$ cat src/rtl/nsfc_pkg.sv
// Shared types, register codes and color helpers for the nearest scaler.
package nsfc_pkg;

    localparam int CFG_W     = 13;
    localparam int CFG_IDX_W = 3;
    localparam int COORD_W   = 12;

    localparam logic [CFG_IDX_W-1:0] REG_SRC_W  = 3'd0;
    localparam logic [CFG_IDX_W-1:0] REG_SRC_H  = 3'd1;
    localparam logic [CFG_IDX_W-1:0] REG_DST_W  = 3'd2;
    localparam logic [CFG_IDX_W-1:0] REG_DST_H  = 3'd3;
    localparam logic [CFG_IDX_W-1:0] REG_FORMAT = 3'd4;

    localparam logic [1:0] FMT_BGRA   = 2'd0;
    localparam logic [1:0] FMT_RGBA   = 2'd1;
    localparam logic [1:0] FMT_RGBX   = 2'd2;
    localparam logic [1:0] FMT_RGB565 = 2'd3;

    localparam logic [CFG_W-1:0] SIZE_RESET = 13'd720;

    // Commands from the sequencer to the datapath.
    typedef struct packed {
        logic accept;
        logic mul;
        logic load;
        logic step;
        logic write;
    } ctrl_cmd_t;

    // Status from the datapath to the sequencer.
    typedef struct packed {
        logic emit;
        logic wrap;
    } dp_status_t;

    // v * 255 / 31, truncated: exact reciprocal multiply over the 5-bit range.
    function automatic logic [7:0] expand5(input logic [4:0] v);
        logic [28:0] p;
        p = 29'(v) * 29'd8625630;
        return p[27:20];
    endfunction

    // v * 255 / 63, truncated.
    function automatic logic [7:0] expand6(input logic [5:0] v);
        logic [29:0] p;
        p = 30'(v) * 30'd8488695;
        return p[28:21];
    endfunction

endpackage

$ cat src/rtl/nearest_scaler_format_convert_top.sv
// Nearest-neighbor scaler with pixel format conversion to 8-bit RGB.
// A beat that produces no pixel, or that closes the source frame, leaves the sequencer idle.
// Any other beat that produces a pixel steps through the multiply, load, bit-serial divide
// and write states, which compute the next source pick position, before a new beat is taken.
// The result sits in an output register in the cycle after its input beat.
// Reset is synchronous: counters clear, sizes return to 720, format to BGRA.
module nearest_scaler_format_convert_top #(
    parameter int MAX_DIM = 4096
) (
    input  logic        aclk,
    input  logic        aresetn,
    input  logic        cfg_wr_en,
    input  logic [2:0]  cfg_wr_index,
    input  logic [12:0] cfg_wr_data,
    input  logic        s_tvalid,
    output logic        s_tready,
    input  logic [31:0] s_tdata,   // pixel_word
    input  logic        s_tuser,   // first_of_frame
    output logic        m_tvalid,
    input  logic        m_tready,
    output logic [47:0] m_tdata,   // red, green, blue, dest_x, dest_y
    output logic        m_tlast,   // row_end
    output logic        m_tuser    // frame_end
);

    nsfc_pkg::ctrl_cmd_t  cmd;
    nsfc_pkg::dp_status_t status;

    nsfc_ctrl #(
        .MAX_DIM (MAX_DIM)
    ) u_ctrl (
        .aclk     (aclk),
        .aresetn  (aresetn),
        .s_tvalid (s_tvalid),
        .s_tready (s_tready),
        .m_tvalid (m_tvalid),
        .m_tready (m_tready),
        .status   (status),
        .cmd      (cmd)
    );

    nsfc_dp #(
        .MAX_DIM (MAX_DIM)
    ) u_dp (
        .aclk         (aclk),
        .aresetn      (aresetn),
        .cfg_wr_en    (cfg_wr_en),
        .cfg_wr_index (cfg_wr_index),
        .cfg_wr_data  (cfg_wr_data),
        .s_tdata      (s_tdata),
        .s_tuser      (s_tuser),
        .m_tdata      (m_tdata),
        .m_tlast      (m_tlast),
        .m_tuser      (m_tuser),
        .cmd          (cmd),
        .status       (status)
    );

endmodule

$ cat src/rtl/nsfc_ctrl.sv
// Sequencer: beat acceptance, output valid and the pick divider steps.
module nsfc_ctrl #(
    parameter int MAX_DIM = 4096
) (
    input  logic                aclk,
    input  logic                aresetn,
    input  logic                s_tvalid,
    output logic                s_tready,
    output logic                m_tvalid,
    input  logic                m_tready,
    input  nsfc_pkg::dp_status_t status,
    output nsfc_pkg::ctrl_cmd_t  cmd
);

    localparam int SZ_W  = $clog2(MAX_DIM + 1);
    localparam int CNT_W = $clog2(SZ_W);

    typedef enum logic [4:0] {
        ST_IDLE  = 5'b00001,
        ST_MUL   = 5'b00010,
        ST_LOAD  = 5'b00100,
        ST_DIV   = 5'b01000,
        ST_WRITE = 5'b10000
    } state_t;

    state_t state_reg, state_next;
    logic [CNT_W-1:0] cnt_reg, cnt_next;
    logic m_valid_reg, m_valid_next;
    logic accept;

    assign s_tready = (state_reg == ST_IDLE) && (!m_valid_reg || m_tready);
    assign accept   = s_tvalid && s_tready;
    assign m_tvalid = m_valid_reg;

    always_comb begin
        state_next   = state_reg;
        cnt_next     = cnt_reg;
        m_valid_next = m_valid_reg;
        cmd          = '0;
        if (m_valid_reg && m_tready) begin
            m_valid_next = 1'b0;
        end
        unique case (state_reg)
            ST_IDLE: begin
                cmd.accept = accept;
                if (accept && status.emit) begin
                    m_valid_next = 1'b1;
                    // the frame wrap clears the picks, so skip the divide
                    if (!status.wrap) begin
                        state_next = ST_MUL;
                    end
                end
            end
            ST_MUL: begin
                cmd.mul    = 1'b1;
                state_next = ST_LOAD;
            end
            ST_LOAD: begin
                cmd.load   = 1'b1;
                cnt_next   = '0;
                state_next = ST_DIV;
            end
            ST_DIV: begin
                cmd.step = 1'b1;
                cnt_next = cnt_reg + 1'b1;
                if (cnt_reg == CNT_W'(SZ_W - 1)) begin
                    state_next = ST_WRITE;
                end
            end
            ST_WRITE: begin
                cmd.write  = 1'b1;
                state_next = ST_IDLE;
            end
            default: begin
                state_next = ST_IDLE;
            end
        endcase
    end

    always_ff @(posedge aclk) begin
        if (!aresetn) begin
            state_reg   <= ST_IDLE;
            cnt_reg     <= '0;
            m_valid_reg <= 1'b0;
        end else begin
            state_reg   <= state_next;
            cnt_reg     <= cnt_next;
            m_valid_reg <= m_valid_next;
        end
    end

endmodule

$ cat src/rtl/nsfc_dp.sv
// Datapath: config registers, position counters, pick divider, color convert.
module nsfc_dp #(
    parameter int MAX_DIM = 4096
) (
    input  logic                              aclk,
    input  logic                              aresetn,
    input  logic                              cfg_wr_en,
    input  logic [nsfc_pkg::CFG_IDX_W-1:0]    cfg_wr_index,
    input  logic [nsfc_pkg::CFG_W-1:0]        cfg_wr_data,
    input  logic [31:0]                       s_tdata,
    input  logic                              s_tuser,
    output logic [47:0]                       m_tdata,
    output logic                              m_tlast,
    output logic                              m_tuser,
    input  nsfc_pkg::ctrl_cmd_t               cmd,
    output nsfc_pkg::dp_status_t              status
);

    localparam int SZ_W  = $clog2(MAX_DIM + 1);
    localparam int CMP_W = (SZ_W > nsfc_pkg::CFG_W) ? SZ_W : nsfc_pkg::CFG_W;
    localparam int EXT_W = (SZ_W > nsfc_pkg::COORD_W) ? SZ_W : nsfc_pkg::COORD_W;

    logic [nsfc_pkg::CFG_W-1:0] src_w_reg, src_h_reg, dst_w_reg, dst_h_reg;
    logic [1:0]                 fmt_reg;

    logic [SZ_W-1:0] src_col_reg, src_row_reg, dst_col_reg, dst_row_reg;
    logic [SZ_W-1:0] pick_col_reg, pick_row_reg;
    logic [SZ_W-1:0] src_col_next, src_row_next, dst_col_next, dst_row_next;
    logic [SZ_W-1:0] pick_col_next, pick_row_next;

    logic [SZ_W-1:0]   mul_a_reg, mul_b_reg, dvs_reg;
    logic              tgt_row_reg;
    logic [SZ_W-1:0]   mul_a_next, mul_b_next, dvs_next;
    logic              tgt_row_next;
    logic [2*SZ_W-1:0] prod_reg;
    logic [SZ_W-1:0]   rem_reg, quo_reg;
    logic [SZ_W:0]     rem_sh;
    logic              q_bit;

    logic [SZ_W-1:0] sw, sh, dw, dh;
    logic [CMP_W-1:0] sw_ext, sh_ext, dw_ext, dh_ext;
    logic [SZ_W-1:0] c_src_col, c_src_row, c_dst_col, c_dst_row, c_pick_col, c_pick_row;
    logic emit, rend, fend, col_end, wrap;

    logic [7:0] red, green, blue;
    logic [EXT_W-1:0] dx_ext, dy_ext;
    logic [47:0] out_data_reg;
    logic out_last_reg, out_user_reg;

    // Effective sizes: zero counts as one, sources cap at MAX_DIM, dest caps at source.
    always_comb begin
        sw_ext = CMP_W'(src_w_reg);
        sh_ext = CMP_W'(src_h_reg);
        if (sw_ext == '0) begin
            sw = SZ_W'(1);
        end else if (sw_ext > CMP_W'(MAX_DIM)) begin
            sw = SZ_W'(MAX_DIM);
        end else begin
            sw = SZ_W'(sw_ext);
        end
        if (sh_ext == '0) begin
            sh = SZ_W'(1);
        end else if (sh_ext > CMP_W'(MAX_DIM)) begin
            sh = SZ_W'(MAX_DIM);
        end else begin
            sh = SZ_W'(sh_ext);
        end
        dw_ext = CMP_W'(dst_w_reg);
        dh_ext = CMP_W'(dst_h_reg);
        if (dw_ext == '0) begin
            dw = SZ_W'(1);
        end else if (dw_ext > CMP_W'(sw)) begin
            dw = sw;
        end else begin
            dw = SZ_W'(dw_ext);
        end
        if (dh_ext == '0) begin
            dh = SZ_W'(1);
        end else if (dh_ext > CMP_W'(sh)) begin
            dh = sh;
        end else begin
            dh = SZ_W'(dh_ext);
        end
    end

    // Start of frame drops all counters before the beat is used.
    assign c_src_col  = s_tuser ? '0 : src_col_reg;
    assign c_src_row  = s_tuser ? '0 : src_row_reg;
    assign c_dst_col  = s_tuser ? '0 : dst_col_reg;
    assign c_dst_row  = s_tuser ? '0 : dst_row_reg;
    assign c_pick_col = s_tuser ? '0 : pick_col_reg;
    assign c_pick_row = s_tuser ? '0 : pick_row_reg;

    assign emit    = (c_src_row == c_pick_row) && (c_src_col == c_pick_col)
                     && (c_dst_row < dh) && (c_dst_col < dw);
    assign rend    = (c_dst_col == dw - 1'b1);
    assign fend    = rend && (c_dst_row == dh - 1'b1);
    assign col_end = (c_src_col >= sw - 1'b1);
    assign wrap    = col_end && (c_src_row >= sh - 1'b1);

    assign status.emit = emit;
    assign status.wrap = wrap;

    always_comb begin
        src_col_next  = c_src_col;
        src_row_next  = c_src_row;
        dst_col_next  = c_dst_col;
        dst_row_next  = c_dst_row;
        pick_col_next = c_pick_col;
        pick_row_next = c_pick_row;
        mul_a_next    = mul_a_reg;
        mul_b_next    = mul_b_reg;
        dvs_next      = dvs_reg;
        tgt_row_next  = tgt_row_reg;
        if (emit) begin
            if (rend) begin
                dst_col_next  = '0;
                dst_row_next  = c_dst_row + 1'b1;
                pick_col_next = '0;
                mul_a_next    = c_dst_row + 1'b1;
                mul_b_next    = sh;
                dvs_next      = dh;
                tgt_row_next  = 1'b1;
            end else begin
                dst_col_next = c_dst_col + 1'b1;
                mul_a_next   = c_dst_col + 1'b1;
                mul_b_next   = sw;
                dvs_next     = dw;
                tgt_row_next = 1'b0;
            end
        end
        if (col_end) begin
            src_col_next = '0;
            if (wrap) begin
                src_row_next  = '0;
                dst_col_next  = '0;
                dst_row_next  = '0;
                pick_col_next = '0;
                pick_row_next = '0;
            end else begin
                src_row_next = c_src_row + 1'b1;
            end
        end else begin
            src_col_next = c_src_col + 1'b1;
        end
    end

    // Restoring divide step: one quotient bit per cycle.
    assign rem_sh = {rem_reg, quo_reg[SZ_W-1]};
    assign q_bit  = (rem_sh >= {1'b0, dvs_reg});

    always_comb begin
        red   = s_tdata[7:0];
        green = s_tdata[15:8];
        blue  = s_tdata[23:16];
        unique case (fmt_reg) inside
            nsfc_pkg::FMT_BGRA: begin
                red  = s_tdata[23:16];
                blue = s_tdata[7:0];
            end
            nsfc_pkg::FMT_RGBA, nsfc_pkg::FMT_RGBX: begin
                red  = s_tdata[7:0];
                blue = s_tdata[23:16];
            end
            nsfc_pkg::FMT_RGB565: begin
                red   = nsfc_pkg::expand5(s_tdata[15:11]);
                green = nsfc_pkg::expand6(s_tdata[10:5]);
                blue  = nsfc_pkg::expand5(s_tdata[4:0]);
            end
            default: begin
                red = s_tdata[7:0];
            end
        endcase
    end

    assign dx_ext = EXT_W'(c_dst_col);
    assign dy_ext = EXT_W'(c_dst_row);

    always_ff @(posedge aclk) begin
        if (!aresetn) begin
            src_w_reg    <= nsfc_pkg::SIZE_RESET;
            src_h_reg    <= nsfc_pkg::SIZE_RESET;
            dst_w_reg    <= nsfc_pkg::SIZE_RESET;
            dst_h_reg    <= nsfc_pkg::SIZE_RESET;
            fmt_reg      <= nsfc_pkg::FMT_BGRA;
            src_col_reg  <= '0;
            src_row_reg  <= '0;
            dst_col_reg  <= '0;
            dst_row_reg  <= '0;
            pick_col_reg <= '0;
            pick_row_reg <= '0;
        end else begin
            if (cfg_wr_en) begin
                unique case (cfg_wr_index)
                    nsfc_pkg::REG_SRC_W:  src_w_reg <= cfg_wr_data;
                    nsfc_pkg::REG_SRC_H:  src_h_reg <= cfg_wr_data;
                    nsfc_pkg::REG_DST_W:  dst_w_reg <= cfg_wr_data;
                    nsfc_pkg::REG_DST_H:  dst_h_reg <= cfg_wr_data;
                    nsfc_pkg::REG_FORMAT: fmt_reg   <= cfg_wr_data[1:0];
                    default: begin
                    end
                endcase
            end
            if (cmd.accept) begin
                src_col_reg  <= src_col_next;
                src_row_reg  <= src_row_next;
                dst_col_reg  <= dst_col_next;
                dst_row_reg  <= dst_row_next;
                pick_col_reg <= pick_col_next;
                pick_row_reg <= pick_row_next;
            end else if (cmd.write) begin
                if (tgt_row_reg) begin
                    pick_row_reg <= quo_reg;
                end else begin
                    pick_col_reg <= quo_reg;
                end
            end
        end
    end

    always_ff @(posedge aclk) begin
        if (cmd.accept) begin
            mul_a_reg   <= mul_a_next;
            mul_b_reg   <= mul_b_next;
            dvs_reg     <= dvs_next;
            tgt_row_reg <= tgt_row_next;
        end
        if (cmd.accept && emit) begin
            out_data_reg <= {dy_ext[nsfc_pkg::COORD_W-1:0], dx_ext[nsfc_pkg::COORD_W-1:0],
                             blue, green, red};
            out_last_reg <= rend;
            out_user_reg <= fend;
        end
        if (cmd.mul) begin
            prod_reg <= mul_a_reg * mul_b_reg;
        end
        if (cmd.load) begin
            rem_reg <= prod_reg[2*SZ_W-1:SZ_W];
            quo_reg <= prod_reg[SZ_W-1:0];
        end else if (cmd.step) begin
            rem_reg <= q_bit ? SZ_W'(rem_sh - {1'b0, dvs_reg}) : SZ_W'(rem_sh);
            quo_reg <= {quo_reg[SZ_W-2:0], q_bit};
        end
    end

    assign m_tdata = out_data_reg;
    assign m_tlast = out_last_reg;
    assign m_tuser = out_user_reg;

endmodule

$ cat config.mk
export PLATFORM = sky130hd
export DESIGN_NAME = nearest_scaler_format_convert_top
export DESIGN_NICKNAME = d
export VERILOG_FILES = /design/src/rtl/nsfc_pkg.sv /design/src/rtl/nearest_scaler_format_convert_top.sv /design/src/rtl/nsfc_ctrl.sv /design/src/rtl/nsfc_dp.sv
export SDC_FILE = /design/constraint.sdc
export NUM_CORES = 1
export LEC_CHECK = 0
export ABC_AREA = 1
export BUFFER_PORTS_ARGS = -buffer_cell sky130_fd_sc_hd__buf_2
export CAP_MARGIN = 25
export CELL_PAD_IN_SITES_DETAIL_PLACEMENT = 1
export CELL_PAD_IN_SITES_GLOBAL_PLACEMENT = 2
export CORE_UTILIZATION = 35
export CTS_BUF_LIST = sky130_fd_sc_hd__clkbuf_2 sky130_fd_sc_hd__clkbuf_4 sky130_fd_sc_hd__clkbuf_8
export DETAILED_ROUTE_END_ITERATION = 8
export PLACE_DENSITY_LB_ADDON = 0.2
export SLEW_MARGIN = 20
export SYNTH_ARGS = -nofsm -noshare
export SYNTH_HDL_FRONTEND = slang
export SYNTH_SLANG_ARGS = --single-unit
$ cat constraint.sdc
create_clock -name aclk -period 7.8 [get_ports aclk]
set_input_delay 1.56 -clock aclk [delete_from_list [all_inputs] [get_ports aclk]]
set_output_delay 1.56 -clock aclk [all_outputs]
set_load 0.05 [all_outputs]
**Word-level counts from Yosys, hierarchy flattened**

Index checks and enable logic that the tools add are counted.

- Add/sub/neg operators: 10
- $mul: 4
- Order comparisons: 9
- Eq/ne operators: 19
- Muxes and demuxes: 62
- Reductions and logical operators: 31

Operators with widths:

| operator | count |
|---|---|
| 13-bit 2-to-1 mux | 45 |
| 5-bit by 23-bit multiplier with 27-bit output (second input constant) | 2 |
| 13-bit by 1-bit adder with 13-bit output (second input constant) | 4 |
| 13-bit equality test | 4 |
| 13-bit zero test | 4 |
| 13-bit by 1-bit subtractor with 13-bit output (second input constant) | 4 |
| 8-bit one-hot mux with 2 select lines | 2 |
| 6-bit by 24-bit multiplier with 29-bit output (second input constant) | 1 |
| 13-bit >= comparator | 2 |
| 13-bit > comparator | 2 |
| 13-bit > comparator (second input constant) | 2 |
| 13-bit < comparator | 2 |
| 13-bit by 13-bit multiplier with 26-bit output | 1 |
| 5-bit one-hot mux with 4 select lines | 1 |
| 2-bit AND reduction | 8 |
| 5-bit 2-to-1 mux | 3 |
| 14-bit by 13-bit >= comparator with 1-bit output | 1 |
| 13-bit subtractor | 1 |
| 1-bit logical AND | 10 |
| 1-bit 2-to-1 mux | 9 |
| 8-bit 2-to-1 mux | 1 |
| 4-bit one-hot mux with 2 select lines | 1 |
| 2-bit nonzero test | 4 |
| 3-bit by 2-bit equality test with 1-bit output (second input constant) | 2 |
| other kinds (17) | 19 |

- Register bits after elaboration: 284
- Input port bits: 54
- Output and inout port bits: 52
- Logic and storage cells: 159

**Depth between registers and ports, before layout**

Gate-level depths: netlist of run 1.

- Depth after elaboration: 13
- Gate-level depth with buffers: 34
- Depth with buffers taken out: 33

**Cells and area by module**

A second synthesis of run 1 with hierarchy kept.

- Cell total of the unflattened synthesis: 3447
- Area, all modules: 26681.8 µm²

By module, submodules not included:

| module | times used | cells an instance | area an instance (µm²) | seq. area each (µm²) |
|---|---|---|---|---|
| nsfc_dp | 1 | 3372 | 26125.1 | 6876.6 |
| nsfc_ctrl | 1 | 75 | 556.8 | 200.2 |

**Worst setup path before layout of run 1**

No wires, ideal clock.

- Path kind: flip-flop to flip-flop
- Start: reg u_dp.src_h_reg (netlist bit u_dp.sh_ext[8])
- End: reg u_ctrl.state_reg[1]
- Arrival: 8.393 ns
- Data required time: 7.722 ns
- Path slack: -0.671 ns
- Cell stages (with the launch flop): 31
- Clock period less this slack: 8.471 ns
- Cell sequence: dfxtp_1 -> nor4_1 -> nand4_1 -> nand2_1 -> inv_1 -> nor2_1 -> inv_1 -> ha_1 -> nand2_1 -> inv_1 -> o21ai_0 -> nand2_1 -> nand2_1 -> o211a_1 -> nand2_1 -> nand2_1 -> buf_2 -> a21oi_1 -> o21ai_0 -> ha_1 -> a21oi_1 -> o21ai_0 -> nor4_1 -> nand4_1 -> nor2_1 -> nand3_1 -> nor2_1 -> inv_1 -> o21bai_1 -> nand2_1 -> nor3_1

- Cells in the longest elaborated chain, start to end: 12
- Elaborated cells on any way between the ends: 17

RTL lines:

| item | line | text |
|---|---|---|
| start, declared | nsfc_dp.sv:23 | `logic [nsfc_pkg::CFG_W-1:0] src_w_reg, src_h_reg, dst_w_reg, dst_h_reg;` |
| start signal, assigned | nsfc_dp.sv:182 | `src_h_reg <= nsfc_pkg::SIZE_RESET;` |
| start signal, assigned | nsfc_dp.sv:196 | `nsfc_pkg::REG_SRC_H: src_h_reg <= cfg_wr_data;` |
| 13-bit > comparator | nsfc_dp.sv:63 | `end else if (sh_ext > CMP_W'(MAX_DIM)) begin` |
| 13-bit 2-to-1 mux | nsfc_dp.sv:63 |  |
| 13-bit 2-to-1 mux * | nsfc_dp.sv:61 | `if (sh_ext == '0) begin` |
| 13-bit > comparator | nsfc_dp.sv:79 | `end else if (dh_ext > CMP_W'(sh)) begin` |
| 13-bit 2-to-1 mux | nsfc_dp.sv:79 |  |
| 13-bit 2-to-1 mux | nsfc_dp.sv:77 | `if (dh_ext == '0) begin` |
| 13-bit < comparator | nsfc_dp.sv:95 | `&& (c_dst_row < dh) && (c_dst_col < dw);` |
| 1-bit logical AND (2 in a row) | nsfc_dp.sv:95 |  |
| 1-bit logical AND | nsfc_ctrl.sv:46 | `if (accept && status.emit) begin` |
| 2-bit inequality test (no source line) | - |  |
| 3-bit AND reduction (no source line) * | - |  |
| end signal, assigned | nsfc_ctrl.sv:86 | `state_reg <= state_next;` |
| end, declared | nsfc_ctrl.sv:26 | `state_t state_reg, state_next;` |

Mark *: on every way between the ends. The rest lies on a longest branch, timed or not.
A chain may end at the register's enable or synchronous reset.

**Final worst setup path of run 1**

- Start: reg u_dp.mul_a_reg[3]
- End: reg u_dp.prod_reg[25] (data pin)

- Cells in the longest elaborated chain, start to end: 1

RTL lines:

| item | line | text |
|---|---|---|
| start, declared | nsfc_dp.sv:31 | `logic [SZ_W-1:0] mul_a_reg, mul_b_reg, dvs_reg;` |
| start signal, assigned | nsfc_dp.sv:223 | `mul_a_reg <= mul_a_next;` |
| 13-bit by 13-bit multiplier with 26-bit output | nsfc_dp.sv:235 | `prod_reg <= mul_a_reg * mul_b_reg;` |
| end signal, assigned | nsfc_dp.sv:235 |  |
| end, declared | nsfc_dp.sv:35 | `logic [2*SZ_W-1:0] prod_reg;` |

Every way passes these cells.

==> reports/metrics.cfg, run 1 <==
[synth]
synth_area_leaders=edfxtp_1 16%, ha_1 14%, fa_1 13%
ys_ff_latch=283
syn-cell-area_sq_um=26400
syn_nets=3898
yosys.area.top_type=edfxtp_1
synthFlopType=dfxtp_1
synth_cell_type_count=67
yosys.area_share.simple_pct=20.9
synthXorXnorAreaFrac_pct=3.12
syn_inst=3387
postSynth.asyncResetShare_pct=0
synth_compound_area_share_pct=12.1
synth.avg_cell_area_sq_um=7.79
synthAdderAreaFrac_pct=26.5
synth.area.mux_share_pct=0.228
netlist.area_leader.share_pct=16.1
synth-edff-count=141
ys.warnings.count=0
ys_seq_area_share_pct=26.8
synth_top_family_by_area=adder cells

[layout]
final_area_sq_um=29300
largest_reg_flops=48
area_growth_pct=10.9
final.fill_count=9095
final_cells=4485
utilization_pct=39.3
nets=3981
final_layout_size_suffix_gt1_share_pct=8.45

[flow_run]
maxCapViolations=0

[critical_path]
cp-start-kind=flip-flop
cp.required_ns=8.21
crit_path_end_kind=flip-flop
critPathArrivalTime_ns=7.21
worstPathMaxFanout=13
crit_type=reg2reg

[placed_design]
gp_congestion=0.864
placed_cell_area_sq_um=27900
dpl.cell_count=4382
dp_hpwl_mm=69.4
port_buffers=97
dp_slack_ns=1.09

[timing]
relSlewSlack_pct=33.2
setup_viol=0
finalCritPeriodShare_pct=87.2
rsz0062_at_grt=no
finalCriticalPeriod_ns=6.80
skew_ns=0.0380
worst_slack_ns=0.997
hold_violations=0
worst_pin_slew_ns=0.992
fmax_ghz=0.147
setup_tns_ns=0
final_max_slew_viol_count=0

[cts]
path_clk_slew_ns=0.07
cts_resized=0
cts_tree=yes
cts_buffers=54
clkLatencyLatePin_ns=0.67
cts_sinks=283
ctsHoldBuffers=0
clockRootBuffer=clkbuf_8
htreeDepth=2
post_cts_buffers=0
clock_path_buffers=3

[power_and_ir_drop]
p_leak_nw=13.8
p_per_area_nw_per_um2=245
irDropWorstVdd_v=0.000147

[grt]
antenna_found_initial=8
grt_pass1_wl_mm=139
grt-ovfl-total=0
track_usage_pct=23.1
grt_max_degree=63
grt_pass1_vias=24900

[die]
dieWidth_um=277
dieArea_sq_um=76500
ioPinCount=106
core_area_sq_um=74400
initial_utilization_pct=35.4
die_h_um=277
rows=100

[routing]
dr.pass1.iters=5
wirelength_mm=88.0
drtAntennaViolNets=0
detail_route.iter0.violations=1187
via_per_inst=5.15
vias=23100
wire_per_inst_um=19.6
drc=0

[worst_hold_path]
hold_class=reg2reg

[status]
status=finished clean

## cell usage after synthesis (3+ instances only)
cell       count
nand2_1      729
inv_1        584
ha_1         286
nor2_1       241
a21oi_1      235
o21ai_0      176
fa_1         171
nand3_1      144
dfxtp_1      142
edfxtp_1     141
clkbuf_1      76
xor2_1        72
nand4_1       44
a31oi_1       32
nor3_1        31
o211ai_1      25
xnor2_1       22
buf_2         19
o21ai_1       18
nor4_1        16
inv_2         12
nand3_2       12
nand3b_1      12
a211oi_1      11
nand2_2       11
o2111ai_1     10
a22oi_1        9
o21bai_1       9
or2_2          9
o22ai_1        7
clkinv_1       6
mux2i_1        6
nor2_2         6
o221ai_1       6
a21boi_0       5
buf_6          5
a21o_1         4
nand3_4        3
nor2_4         3
o21a_1         3
## routing by layer
metal | vias to the layer above | GRT usage [%] | wire, um
met5 | - | 0 | 58
met1 | 11400 | 30.8 | 41100
met3 | 129 | 3.09 | 3450
met2 | 389 | 39.0 | 41200
li1 | 11200 | - | -
met4 | 8 | 6.55 | 2200
## stage by stage
step                hold slack, ns  power, mW
floorplan                    0.436       4.27
global placement             0.452       5.24
detailed placement           0.458       5.34
CTS                          0.467       7.26
global route                 0.482       7.74
finish                       0.467       7.17
## layout make-up
cell class | count | area [sq um] | area share [%]
multi-input combinational | 2399 | 16600 | 56.8
inverter | 602 | 2260 | 7.72
tap | 969 | 1210 | 4.14
antenna | 3 | 7.51 | 0.0257
clock buffer | 62 | 822 | 2.81
timing repair buffer | 130 | 763 | 2.61
sequential | 283 | 7080 | 24.2
clock inverter | 37 | 487 | 1.66
## layout by cell type (no fill, tap or decap), types with 5 or more instances in the layout
| master | instances |
|---|---|
| nor4_1 | 14 |
| inv_2 | 13 |
| nor3_1 | 31 |
| nand3_1 | 144 |
| ha_1 | 286 |
| nand2_2 | 12 |
| xor2_1 | 72 |
| nand2_1 | 728 |
| nand3_2 | 12 |
| bufinv_16 | 11 |
| o211ai_1 | 25 |
| edfxtp_1 | 141 |
| a21oi_1 | 235 |
| o2111ai_1 | 10 |
| nand4_1 | 44 |
| buf_4 | 29 |
| buf_2 | 98 |
| mux2i_1 | 6 |
| a21boi_0 | 5 |
| inv_1 | 584 |
| nor2_4 | 5 |
| xnor2_1 | 22 |
| clkinv_1 | 12 |
| o22ai_1 | 7 |
| o21ai_0 | 175 |
| dfxtp_1 | 142 |
| clkinv_2 | 11 |
| a211oi_1 | 11 |
| o21bai_1 | 9 |
| nor2_2 | 6 |
| fa_1 | 171 |
| or2_2 | 9 |
| a22oi_1 | 9 |
| nor2_1 | 239 |
| clkbuf_4 | 5 |
| clkbuf_8 | 57 |
| o21ai_1 | 19 |
| o221ai_1 | 6 |
| a31oi_1 | 32 |
| nand3b_1 | 12 |
## kinds of logic after synthesis
group | after synthesis
xor+xnor | 94
buf+inv | 705
compound gates | 567
mux | 6
simple gates | 1275
fa+ha+maj | 457
flops | 283
## path summary, 6_finish.rpt
check / cells after the start / slack [ns] / end / start
worst max-delay path: 20 / 1.0 / u_dp.prod_reg[25] / u_dp.mul_a_reg[3]
worst min register to register: 2 / 0.47 / u_dp.src_row_reg[7] / u_dp.src_row_reg[7]
worst max register to register: 20 / 1.0 / u_dp.prod_reg[25] / u_dp.mul_a_reg[3]
worst min-delay path: 2 / 0.47 / u_dp.src_row_reg[7] / u_dp.src_row_reg[7]
## power by group
group | switching [mW] | internal, mW
clock | 0.742 | 1.08
combinational | 2.30 | 1.20
sequential | 0.0738 | 1.78
total | 3.11 | 4.06
## worst max-delay path, stage by stage (launching register included)
cell	delay, ns
edfxtp_1	0.77
nand2_1	0.19
fa_1	0.54
fa_1	0.50
inv_1	0.06
fa_1	0.53
inv_1	0.05
fa_1	0.53
inv_1	0.06
fa_1	0.48
ha_1	0.37
a21oi_1	0.18
o21ai_0	0.11
o21bai_1	0.23
a21boi_0	0.41
o21ai_0	0.25
a21boi_0	0.40
o21ai_0	0.20
a21boi_0	0.36
o21ai_0	0.16
xor2_1	0.16
No activity file was read; power rests on OpenSTA's default activity.
==> inputs of run 2 (changes only) <==
Settings changed: CORE_ASPECT_RATIO from default to 1.75.
==> reports/metrics.cfg, run 2 (same netlist as run 1, synthesis figures left out) <==
[layout]
final_cells=4455
seq_area_sq_um=7080
utilization_pct=39.2
final_layout_size_suffix_gt1_share_pct=8.63
multi_input_area_sq_um=16600
final_common_cell=nand2_1
area_growth_pct=10.4
largest_reg_flops=48
nets=3987
final.fill_count=9110
final_cell_mix=728 x nand2_1, 583 x inv_1, 286 x ha_1
final_area_sq_um=29100

[routing]
drtAntennaViolNets=0
via_per_inst=5.23
wire_per_inst_um=20.9
drc=0
dr.pass1.iters=5
vias=23300
wirelength_mm=93.2
detail_route.iter0.violations=878

[cts]
cts_tree=yes
path_clk_slew_ns=0.06
cts_buffers=48
post_cts_buffers=0
cts_sinks=283
clock_path_buffers=3
clockRootBuffer=clkbuf_8
htreeDepth=2
cts_resized=0
ctsHoldBuffers=0
clkLatencyLatePin_ns=0.68

[grt]
use_met1_pct=23.3
gr-usage-met2_pct=51.1
busiest_layer=met2
antenna_found_initial=6
grt_pass1_vias=25800
track_usage_pct=24.8
grt_max_degree=82
grt-ovfl-total=0
grt_pass1_wl_mm=145
globalRouteMet3Util_pct=3.14

[status]
status=finished clean

[die]
rows=132
initial_utilization_pct=35.5
dieArea_sq_um=76500
die_h_um=365
core_area_sq_um=74300
dieWidth_um=210
ioPinCount=106

[critical_path]
cp-startpoint=u_dp.mul_a_reg[5]
cp-start-kind=flip-flop
slowest_delay_ns=0.82
r2r.worst_path.cells=21
crit_type=reg2reg
cp_cell_sequence=nand2_1 > fa_1 > inv_1 > fa_1 > fa_1 > inv_1 > fa_1 > fa_1 > inv_1 > ha_1 > inv_1 > o21bai_1 > nand3_1 > o21bai_1 > a21boi_0 > o21ai_0 > a21boi_0 > o21ai_0 > a21boi_0 > o21ai_0 > xor2_1
cp_num_cells=21
cp_top_family=adder cells
critPathArrivalTime_ns=7.16
crit_path_end_kind=flip-flop
worstPathMaxFanout=13
cpMaxStageDelayCell=edfxtp_1
rr_startpoint=u_dp.mul_a_reg[5]
crit_path_frequent_cell=fa_1
crit_buf_inv=4
cp.required_ns=8.20

[flow_run]
maxCapViolations=0

[timing]
rsz0062_at_grt=no
final_max_slew_viol_count=0
hold_slack_ns=0.466
setup_viol=0
skew_ns=0.0335
finalCritPeriodShare_pct=86.8
setup_tns_ns=0
worst_pin_slew_ns=0.878
worst_slack_ns=1.03
fmax_ghz=0.148
relSlewSlack_pct=41.0
hold_violations=0
finalCriticalPeriod_ns=6.77

[power_and_ir_drop]
pwr-share-comb_pct=49.3
p_leak_nw=13.8
power_frac_seq_pct=27.1
power.switching_mw=2.93
p_clk_share_pct=23.6
power.internal_mw=3.92
irDropWorstVdd_v=0.000108
p_per_area_nw_per_um2=235
switching_share_pct=42.7
finalPower_mw=6.85

[worst_hold_path]
hold_class=reg2reg
hold_start=u_dp.dst_row_reg[6]
hold_depth=2

[placed_design]
dp_hpwl_mm=76.3
gp_congestion=0.885
dp_slack_ns=0.927
placed_cell_area_sq_um=28000
dpl.cell_count=4364
port_buffers=97

run 2: cell types whose count changed in the layout (fill, tap and decap cells not counted), sizes merged:
| cell | delta |
|---|---|
| diode | +1 |
| buf | +12 |
| clkinvlp | -4 |
| clkinv | -11 |
| clkbuf | +8 |
| bufinv | -5 |
run 2: routing by layer:
metal | part of all wire (%) | up-vias
met5 | 0.036 | -
met3 | 2.7 | 192
li1 | - | 11200
met2 | 57 | 369
met4 | 5.5 | 6
met1 | 35 | 11500
run 2: power by group through the flow:
| stage | Combinational, mW | Clock [mW] | Sequential, mW |
|---|---|---|---|
| 6_report | 3.37 | 1.62 | 1.85 |
| 5_1_grt | 3.84 | 1.71 | 1.86 |
| 4_1_cts | 3.46 | 1.67 | 1.85 |
| 3_5_place_dp | 3.42 | 0 | 1.88 |
| 3_3_place_gp | 3.33 | 0 | 1.88 |
| 2_1_floorplan | 2.37 | 0 | 1.90 |
run 2: cell type report:
cell class	count	share of cell area, %
diodes	4	0.0344
clock buffers	70	2.99
clock inverters	17	0.851
inverters	602	7.76
multi-input cells	2399	57.1
flip-flops and latches	283	24.3
well taps	938	4.03
repair buffers	142	2.91
run 2: worst paths after layout:
path                          to  slack, ns
max reg2reg    u_dp.prod_reg[25]       1.03
max            u_dp.prod_reg[25]       1.03
min reg2reg  u_dp.dst_row_reg[6]       0.47
min          u_dp.dst_row_reg[6]       0.47
run 2: worst reg2reg max path, cell delays in order, from the launching register on:
cell and delay (ns):
edfxtp_1 0.82, nand2_1 0.18, fa_1 0.57, inv_1 0.06
fa_1 0.49, fa_1 0.51, inv_1 0.05, fa_1 0.48
fa_1 0.56, inv_1 0.05, ha_1 0.33, inv_1 0.06
o21bai_1 0.22, nand3_1 0.18, o21bai_1 0.26, a21boi_0 0.25
o21ai_0 0.40, a21boi_0 0.22, o21ai_0 0.31, a21boi_0 0.20
o21ai_0 0.23, xor2_1 0.10
